File: src/rtl/rtpg_pkg.sv
`timescale 1ns / 1ps

package rtpg_pkg;

  // Fixed RTP header
  localparam logic [3:0] HDR_LEN     = 4'd12;
  localparam logic [1:0] RTP_V2      = 2'd2;
  localparam logic [6:0] PT_PCMU     = 7'd0;
  localparam logic [6:0] PT_PCMA     = 7'd8;

  // G.711 expansion constants
  localparam logic [7:0]  ALAW_XOR  = 8'h55;
  localparam logic [15:0] ALAW_BIAS = 16'h0108;
  localparam logic [15:0] ALAW_SEG0 = 16'h0008;
  localparam logic [15:0] ULAW_BIAS = 16'h0084;

  // Result status codes
  typedef enum logic [2:0] {
    ST_SAMPLE      = 3'd0,
    ST_SHORT       = 3'd1,
    ST_BAD_VERSION = 3'd2,
    ST_UNSUPPORTED = 3'd3,
    ST_EMPTY       = 3'd4
  } status_t;

  // One classified byte waiting for expansion
  typedef struct packed {
    logic [7:0] code;
    logic       alaw;
    status_t    status;
    logic       eop;
  } item_t;

  // A-law code to linear PCM
  function automatic logic signed [15:0] alaw_expand(input logic [7:0] code);
    logic [7:0]  a;
    logic [2:0]  seg;
    logic [15:0] mag;
    a   = code ^ ALAW_XOR;
    seg = a[6:4];
    mag = {8'd0, a[3:0], 4'd0};
    if (seg == 3'd0) begin
      mag = mag + ALAW_SEG0;
    end else begin
      mag = (mag + ALAW_BIAS) << (seg - 3'd1);
    end
    return a[7] ? signed'(mag) : signed'(16'd0 - mag);
  endfunction

  // u-law code to linear PCM
  function automatic logic signed [15:0] ulaw_expand(input logic [7:0] code);
    logic [7:0]  u;
    logic [15:0] mag;
    u   = ~code;
    mag = {9'd0, u[3:0], 3'd0} + ULAW_BIAS;
    mag = mag << u[6:4];
    return u[7] ? signed'(ULAW_BIAS - mag) : signed'(mag - ULAW_BIAS);
  endfunction

endpackage

File: src/rtl/rtpg_hdr_track.sv
`timescale 1ns / 1ps

module rtpg_hdr_track (
  input  logic           clk,
  input  logic           rst,
  input  logic           s_tvalid,
  output logic           s_tready,
  input  logic [7:0]     s_tdata,   // [7:0] data_byte
  input  logic           s_tlast,   // last_byte
  output logic           item_valid,
  output rtpg_pkg::item_t item,
  input  logic           item_ready
);
  import rtpg_pkg::*;

  logic [3:0] header_position;
  logic [3:0] header_position_next;
  logic [1:0] version_field;
  logic [6:0] payload_kind;
  logic       accept;
  logic       in_header;
  logic [3:0] pos_inc;
  status_t    hdr_status;
  logic       emit;
  item_t      item_next;

  assign s_tready = !item_valid || item_ready;
  assign accept   = s_tvalid && s_tready;

  // Header check on latched fields
  always_comb begin
    if (version_field != RTP_V2) begin
      hdr_status = ST_BAD_VERSION;
    end else if (payload_kind != PT_PCMU && payload_kind != PT_PCMA) begin
      hdr_status = ST_UNSUPPORTED;
    end else begin
      hdr_status = ST_SAMPLE;
    end
  end

  // Classify the incoming byte
  always_comb begin
    in_header      = header_position < HDR_LEN;
    pos_inc        = header_position + 4'd1;
    emit           = 1'b0;
    item_next.code = s_tdata;
    item_next.alaw = payload_kind == PT_PCMA;
    item_next.eop  = s_tlast;
    item_next.status = ST_SAMPLE;
    if (in_header) begin
      emit = s_tlast;
      if (pos_inc < HDR_LEN) begin
        item_next.status = ST_SHORT;
      end else if (hdr_status == ST_SAMPLE) begin
        item_next.status = ST_EMPTY;
      end else begin
        item_next.status = hdr_status;
      end
    end else begin
      item_next.status = hdr_status;
      emit = (hdr_status == ST_SAMPLE) || s_tlast;
    end
    if (s_tlast) begin
      header_position_next = 4'd0;
    end else if (in_header) begin
      header_position_next = pos_inc;
    end else begin
      header_position_next = header_position;
    end
  end

  // Header state
  always_ff @(posedge clk) begin
    if (rst) begin
      header_position <= 4'd0;
      version_field   <= 2'd0;
      payload_kind    <= 7'd0;
    end else if (accept) begin
      header_position <= header_position_next;
      if (header_position == 4'd0) begin
        version_field <= s_tdata[7:6];
      end
      if (header_position == 4'd1) begin
        payload_kind <= s_tdata[6:0];
      end
    end
  end

  // Stage register
  always_ff @(posedge clk) begin
    if (rst) begin
      item_valid <= 1'b0;
    end else if (s_tready) begin
      item_valid <= accept && emit;
    end
  end

  always_ff @(posedge clk) begin
    if (accept && emit) begin
      item <= item_next;
    end
  end

endmodule

File: src/rtl/rtpg_expand.sv
`timescale 1ns / 1ps

module rtpg_expand (
  input  logic            clk,
  input  logic            rst,
  input  logic            item_valid,
  input  rtpg_pkg::item_t item,
  output logic            item_ready,
  output logic            m_tvalid,
  input  logic            m_tready,
  output logic [23:0]     m_tdata,   // [15:0] sample, [18:16] status, [23:19] zero
  output logic            m_tlast    // end_of_packet
);
  import rtpg_pkg::*;

  logic signed [15:0] sample;
  logic signed [15:0] sample_next;
  status_t            status;
  logic               eop;

  assign item_ready = !m_tvalid || m_tready;

  // G.711 expansion; status results carry a zero sample
  always_comb begin
    if (item.status != ST_SAMPLE) begin
      sample_next = 16'sd0;
    end else if (item.alaw) begin
      sample_next = alaw_expand(item.code);
    end else begin
      sample_next = ulaw_expand(item.code);
    end
  end

  // Output register
  always_ff @(posedge clk) begin
    if (rst) begin
      m_tvalid <= 1'b0;
    end else if (item_ready) begin
      m_tvalid <= item_valid;
    end
  end

  always_ff @(posedge clk) begin
    if (item_ready && item_valid) begin
      sample <= sample_next;
      status <= item.status;
      eop    <= item.eop;
    end
  end

  assign m_tdata = {5'd0, status, sample};
  assign m_tlast = eop;

endmodule

File: src/rtl/rtp_g711_payload_decoder.sv
`timescale 1ns / 1ps

// RTP G.711 payload decoder. Takes one RTP packet byte per transaction on the
// slave side (tlast on the packet's final byte) and sustains one byte per
// cycle while m_tready is high. The 12-byte header is counted and the version
// and payload type are latched; each payload byte of a version-2 PCMU (type 0)
// or PCMA (type 8) packet yields one signed 16-bit sample, tlast marking the
// packet's last. Short, bad-version, unsupported-type and empty packets give a
// single status result on their last byte; other header and rejected payload
// bytes give none. A result passes through the header-tracking stage register
// and then the output register; the G.711 expansion is done on the way into
// the output register. s_tready follows m_tready combinationally whenever both
// registers are occupied.
module rtp_g711_payload_decoder (
  input  logic        clk,
  input  logic        rst,
  input  logic        s_tvalid,
  output logic        s_tready,
  input  logic [7:0]  s_tdata,   // [7:0] data_byte
  input  logic        s_tlast,   // last_byte
  output logic        m_tvalid,
  input  logic        m_tready,
  output logic [23:0] m_tdata,   // [15:0] sample, [18:16] status, [23:19] zero
  output logic        m_tlast    // end_of_packet
);
  import rtpg_pkg::*;

  logic  item_valid;
  logic  item_ready;
  item_t item;

  // Header tracking and byte classification
  rtpg_hdr_track u_hdr_track (
    .clk        (clk),
    .rst        (rst),
    .s_tvalid   (s_tvalid),
    .s_tready   (s_tready),
    .s_tdata    (s_tdata),
    .s_tlast    (s_tlast),
    .item_valid (item_valid),
    .item       (item),
    .item_ready (item_ready)
  );

  // Sample expansion and output register
  rtpg_expand u_expand (
    .clk        (clk),
    .rst        (rst),
    .item_valid (item_valid),
    .item       (item),
    .item_ready (item_ready),
    .m_tvalid   (m_tvalid),
    .m_tready   (m_tready),
    .m_tdata    (m_tdata),
    .m_tlast    (m_tlast)
  );

endmodule

File: config.mk
export PLATFORM = sky130hd
export DESIGN_NAME = rtp_g711_payload_decoder
export DESIGN_NICKNAME = d
export VERILOG_FILES = /design/src/rtl/rtpg_pkg.sv /design/src/rtl/rtpg_hdr_track.sv /design/src/rtl/rtpg_expand.sv /design/src/rtl/rtp_g711_payload_decoder.sv
export SDC_FILE = /design/constraint.sdc
export NUM_CORES = 1
export LEC_CHECK = 0
export BUFFER_PORTS_ARGS = -buffer_cell sky130_fd_sc_hd__buf_2
export CAP_MARGIN = 0
export CORE_AREA = 2 2 97 99
export CTS_CLUSTER_SIZE = 40
export DETAILED_ROUTE_END_ITERATION = 16
export DIE_AREA = 0 0 99 101
export PLACE_DENSITY_LB_ADDON = 0.12
export SYNTH_ARGS = -nofsm -noshare
export SYNTH_HDL_FRONTEND = slang
export SYNTH_SLANG_ARGS = --single-unit
File: constraint.sdc
create_clock -name clk -period 3.55 [get_ports clk]
set_input_delay 0.5325 -clock clk [delete_from_list [all_inputs] [get_ports clk]]
set_output_delay 0.5325 -clock clk [all_outputs]
set_load 0.01 [all_outputs]
# [Word-level counts from Yosys, hierarchy flattened]
# Index checks and enable logic that the tools add are counted.
# Widths: inputs -> output; s select.
[word_totals] output_inout_bits=27 word_cells=62 register_bits=48 inputBits=13
[op_classes] magnitude_cmp=2 n_bitwise=2 n_eq_ne=4 shifts=2 n_mux=14 addsub=8 n_reduce_logical=18
[op_table] op="$mux 16" count=6
[op_table] op="$shl 16x3->16" count=2
[op_table] op="$sub 1x16->16 const A" count=1
[op_table] op="$sub 16x8->16 const B" count=1
[op_table] op="$sub 8x16->16 const A" count=1
[op_table] op="$mux 3" count=4
[op_table] op="$add 8x9->10 const B" count=1
[op_table] op="$add 7x8->9 const B" count=1
[op_table] op="$add 8x4->9 const B" count=1
[op_table] op="$lt 4x4->1 const B" count=2
[op_table] op="$mux 4" count=2
[op_table] op="$not 8->8" count=1
[op_table] op="$eq 7x4->1 const B" count=1
[op_table] op="$ne 7x4->1 const B" count=1
[op_table] op="$reduce_bool 7->1" count=1
[op_table] op="$logic_not 3->1" count=2
[op_table] op="$reduce_and 2->1" count=3
[op_table] op="$add 4x1->4 const B" count=1
[op_table] op="$eq 4x1->1 const B" count=1
[op_table] op="$logic_and 1x1->1" count=4
[op_table] op="$logic_not 4->1" count=1
[op_table] op="$not 4->4" count=1
[op_table] op="$logic_or 1x1->1" count=3
[op_table] op="$reduce_bool 3->1" count=1
[op_table] op="6 further kinds" count=7

# [Longest topological paths before layout]
[logic_depth] ltp_word=9 mapped_depth=15 mapped_depth_nobuf=12

# [Modules after synthesis]
# From an unflattened synthesis, not the netlist that was laid out.
[unflattened] cells_unflattened=404 area_unflattened_um2=3638.5
[modules_own_cells] module="rtpg_expand" area_each_um2=2359.8 n_inst=1 cells_each=300 seq_area_each_um2=560.5
[modules_own_cells] module="rtpg_hdr_track" area_each_um2=1278.7 n_inst=1 cells_each=104 seq_area_each_um2=670.6

# [Least setup slack after synthesis]
# No wires, ideal clock.
[synth_path] kind="reg2reg" startpoint="register u_hdr_track.item[9] (netlist name)" endpoint="register u_expand.sample[13] (data pin)" n_path_buf=2 arrival_ps=2820 required_ps=3414 setup_time_ps=136 synth_period_minus_slack_ps=2956 setup_slack_ps=594 stages_incl_launch_ff=12 cell_sequence="edfxtp_1 > buf_6 > inv_1 > buf_2 > ha_1 > mux2_2 > o211a_1 > o21ai_2 > and4_4 > a41oi_2 > or4_1 > nand3_1"
[synth_between] elab_chain_cells=9 elab_cells_between_ends=15 cone_classes="add/sub: 4; shift: 2; mux: 6; bitwise: 2; reduce/logical: 1"
[synth_rtl] element="$not 4->4 (no source line)"
[synth_rtl] element="$sub 3x1->3" line="rtpg_pkg.sv:45" text="mag = (mag + ALAW_BIAS) << (seg - 3'd1);"
[synth_rtl] element="$shl 16x3->16" line="rtpg_pkg.sv:45"
[synth_rtl] element="$mux 16" line="rtpg_pkg.sv:42" text="if (seg == 3'd0) begin"
[synth_rtl] element="$mux 16" line="rtpg_expand.sv:27" text="end else if (item.alaw) begin"
[synth_rtl] element="$mux 16" line="rtpg_expand.sv:25" text="if (item.status != ST_SAMPLE) begin"
[synth_rtl] element="$sub 1x16->16" line="rtpg_pkg.sv:47" text="return a[7] ? signed'(mag) : signed'(16'd0 - mag);"
[synth_rtl] element="$mux 16" line="rtpg_pkg.sv:47"
[synth_rtl] element="$mux 16 (*)" line="rtpg_expand.sv:27"
[synth_rtl] element="end signal: assignment" line="rtpg_expand.sv:45" text="sample <= sample_next;"
[synth_rtl] element="end: declaration" line="rtpg_expand.sv:16" text="logic signed [15:0] sample;"
# Mark *: on every way between the ends. The rest lies on a longest branch, timed or not. The select of a mux whose other input is x is not followed.
# A chain may end at the register's enable or synchronous reset.

# [Worst setup path in the final report]
[layout_path] startpoint="register u_hdr_track.item[10] (netlist name)" endpoint="register u_expand.sample[13] (data pin)"
[layout_between] elab_chain_cells=8 elab_cells_between_ends=14 cone_classes="add/sub: 4; shift: 2; mux: 6; bitwise: 1; reduce/logical: 1"
[layout_rtl] element="$sub 3x1->3" line="rtpg_pkg.sv:45"
[layout_rtl] element="$shl 16x3->16" line="rtpg_pkg.sv:45"
[layout_rtl] element="$mux 16" line="rtpg_pkg.sv:42"
[layout_rtl] element="$mux 16" line="rtpg_expand.sv:27"
[layout_rtl] element="$mux 16" line="rtpg_expand.sv:25"
[layout_rtl] element="$sub 1x16->16" line="rtpg_pkg.sv:47"
[layout_rtl] element="$mux 16" line="rtpg_pkg.sv:47"
[layout_rtl] element="$mux 16 (*)" line="rtpg_expand.sv:27"
# Marked as above.

==> metrics.txt <==
Most used DFF post-synth=edfxtp_1; CP peak stage delay=570 ps; CTS buffer count=5; met3 Use GR=0.02635; remaining antenna violation count=0; final net count=440; slowest CP cell=ha_1; Hold WC Path Type=in -> reg; I/O pin count=40; area of the multi-input gates=0.002027 mm^2; htree depth=2; routing usage on met1=0.2195; synthesized cell area=0.003480 mm^2; I/O Buffers=32; count of final setup violators=0; Clock Pin Slew Worst Setup and Hold Paths=100 ps; via count=2,891; critical path endpoint category=flop; router iterations before antenna repair=4; hold buffer count at CTS=0; GRT Util Overall=0.1665; max_slew headroom=0.5528; clock root cell=clkbuf_8; P&R area growth vs syn=8.846%; Total Wirelength=8272 um; status=complete, no violations; Cell Rows=35; antenna violations before repair=0; # diodes=0; remaining routing DRC violations=0; Vias per Instance=5.475; commonest non-fill, non-tap cell in the layout=nand2_1; xor/xnor cell area share of the yosys netlist=0.04495; Setup Fix Bufs, Post-CTS=0; Resize count post-CTS=0; CP cell instances=inv_1 -> ha_1 -> mux2_2 -> mux2_4 -> o21a_1 -> a21oi_1 -> a41oi_2 -> or4_1 -> nand3_1; Starting Density=0.3876; Data required, critical path=3730 ps; Syn Area/Cell=8.899 um^2; Ys Warns=0; commonest cells after routing, fill and taps aside=nand2_1 (40), a21oi_1 (34), nor2_1 (32), buf_2 (32), edfxtp_1 (31); Synth Area in Adders=0.03955; Max Cap Violations=0; final hold violation count=0; largest family of logic cells by synthesized area=simple AND/OR/NAND/NOR gates; fin crit period=3049 ps; layout cells sized above 1=0.1823; die width=99 um; Pwr Density=316.8 mW/mm^2; final period utilization=0.8588; Max IR drop VDD=0.1578 mV; gr busiest metal=met2; Post-synth EDFFs=31; register area share after synthesis=0.3538; Die ar.=0.009999 mm^2; crit-path max FO=15; achievable frequency=328.0 MHz; CORE AREA=0.008977 mm^2; GPL Wtd Cong=0.8867; multiplexer share of the synthesized area=0.06544; Final HPWL DP=6262 um; Sink Count=46; first-pass GRT wire length=13,220 um; Synth Area in Compound Gates=0.2096; CP arrival=3230 ps; Post-Synth Simple-Gate Area=0.2154; worst skew pair latency=310 ps; synth unique cells=74; grt met2 use=0.2744; crit path kind=reg -> reg; clock skew=4.766 ps; # fillers=857; maximum number of pins on one net before global-route repair=30; leak pwr=1.442 nW; setup TNS=0 ps; WL/cell=15.67 um; startpoint types=flop; chip height=101 um; TritonCTS clock tree=yes; FF+latch area=0.001231 mm^2; Detailed Route Iter0 Violations=203; worst-margin pin slew=670.8 ps; Congestion Overflow GR=0; asr flop ratio synth=0; vias in the first global route=2,620; Syn Inst Count=391; max-slew violations=0; RSZ-0062 raised after global routing=no; flops & latches, synth=46; clk buf depth=2; Util after Layout=0.4219
[cell usage after synthesis (all sizes together), types with 7 or more instances]
master   n  share of area
a211oi   7          0.015
a21oi   35          0.051
a31oi    7          0.013
buf     24          0.049
clkbuf   9         0.0097
dfxtp   15          0.086
edfxtp  31           0.27
ha      11          0.040
inv     11          0.012
mux2i   13          0.037
nand2   40          0.043
nand3   15          0.022
nor2    32          0.035
nor2b    7          0.013
nor3    16          0.023
o21ai   14          0.021
xnor2   12          0.030
[power breakdown]
part / internal [mW] / switching, mW
sequential: 0.587 / 0.0127
combinational: 0.101 / 0.157
clock: 0.142 / 0.200
total: 0.830 / 0.370
[metal layers]
metal  vias up  part of all wire
met5         -                 0
met4         0             0.022
met3        10             0.035
met2        62              0.48
met1      1344              0.46
li1       1475                 -
[through the flow]
stage | worst slack (ps) | cell area, um^2 | total power [mW] | hold WS, ps | std cells
2_1_floorplan | 594.2 | 3502 | 0.8111 | 400.3 | 397
3_3_place_gp | 538.6 | 3696 | 0.8689 | 415.1 | 520
4_1_cts | 524.6 | 3787 | 1.217 | 406.7 | 528
6_report | 501.2 | 3787 | 1.200 | 418.6 | 528
5_1_grt | 292.9 | 3787 | 1.265 | 406.4 | 528
3_5_place_dp | 530.1 | 3696 | 0.8684 | 417.2 | 520
[worst max-delay path, delay by kind of cell, from the launching register on]
family | cells | cell delay [ps]
buffers and inverters | 1 | 90
AOI/OAI and AO/OA | 3 | 600
and+or+nand+nor | 2 | 600
adders and majority gates | 1 | 570
muxes | 2 | 700
DFF | 1 | 350
[path summary, 6_finish.rpt]
check | startpoint | cells after the start | end | slack [ps]
setup reg to reg | u_hdr_track.item[10]$_DFFE_PP_ | 9 | u_expand.sample[13]$_SDFFCE_PP0P_ | 500
hold / removal | s_tdata[2] | 1 | u_hdr_track.item[7]$_DFFE_PP_ | 420
setup / recovery | u_hdr_track.item[10]$_DFFE_PP_ | 9 | u_expand.sample[13]$_SDFFCE_PP0P_ | 500
hold reg to reg | u_hdr_track.item[0]$_DFFE_PP_ | 0 | u_expand.m_tlast$_DFFE_PP_ | 430
[layout make-up]
| class | count | area share |
|---|---|---|
| sequential | 46 | 0.3251 |
| multi-input combinational | 307 | 0.5352 |
| clock inverter | 3 | 0.005946 |
| timing repair buffer | 45 | 0.06805 |
| tap | 111 | 0.03667 |
| inverter | 11 | 0.01090 |
| clock buffer | 5 | 0.01817 |
[cell families (layout without fill, tap and decap cells)]
kind of cell,after synthesis,in the layout
mux,20,20
compound gates,105,105
buf+inv,44,64
simple gates,147,147
xor+xnor,17,17
fa+ha+maj,11,11
flops,46,46
other cells,1,7
[registers in the layout, summed over array words and instances, names as in the netlist]
name	count
u_expand.sample	14
u_expand.m_tlast	1
u_hdr_track.item_valid	1
u_hdr_track.item	13
u_expand.status	3
u_hdr_track.version_field	2
u_hdr_track.payload_kind	7
u_expand.m_tvalid	1
u_hdr_track.header_position	4
Power figures use the tool's default switching activity.
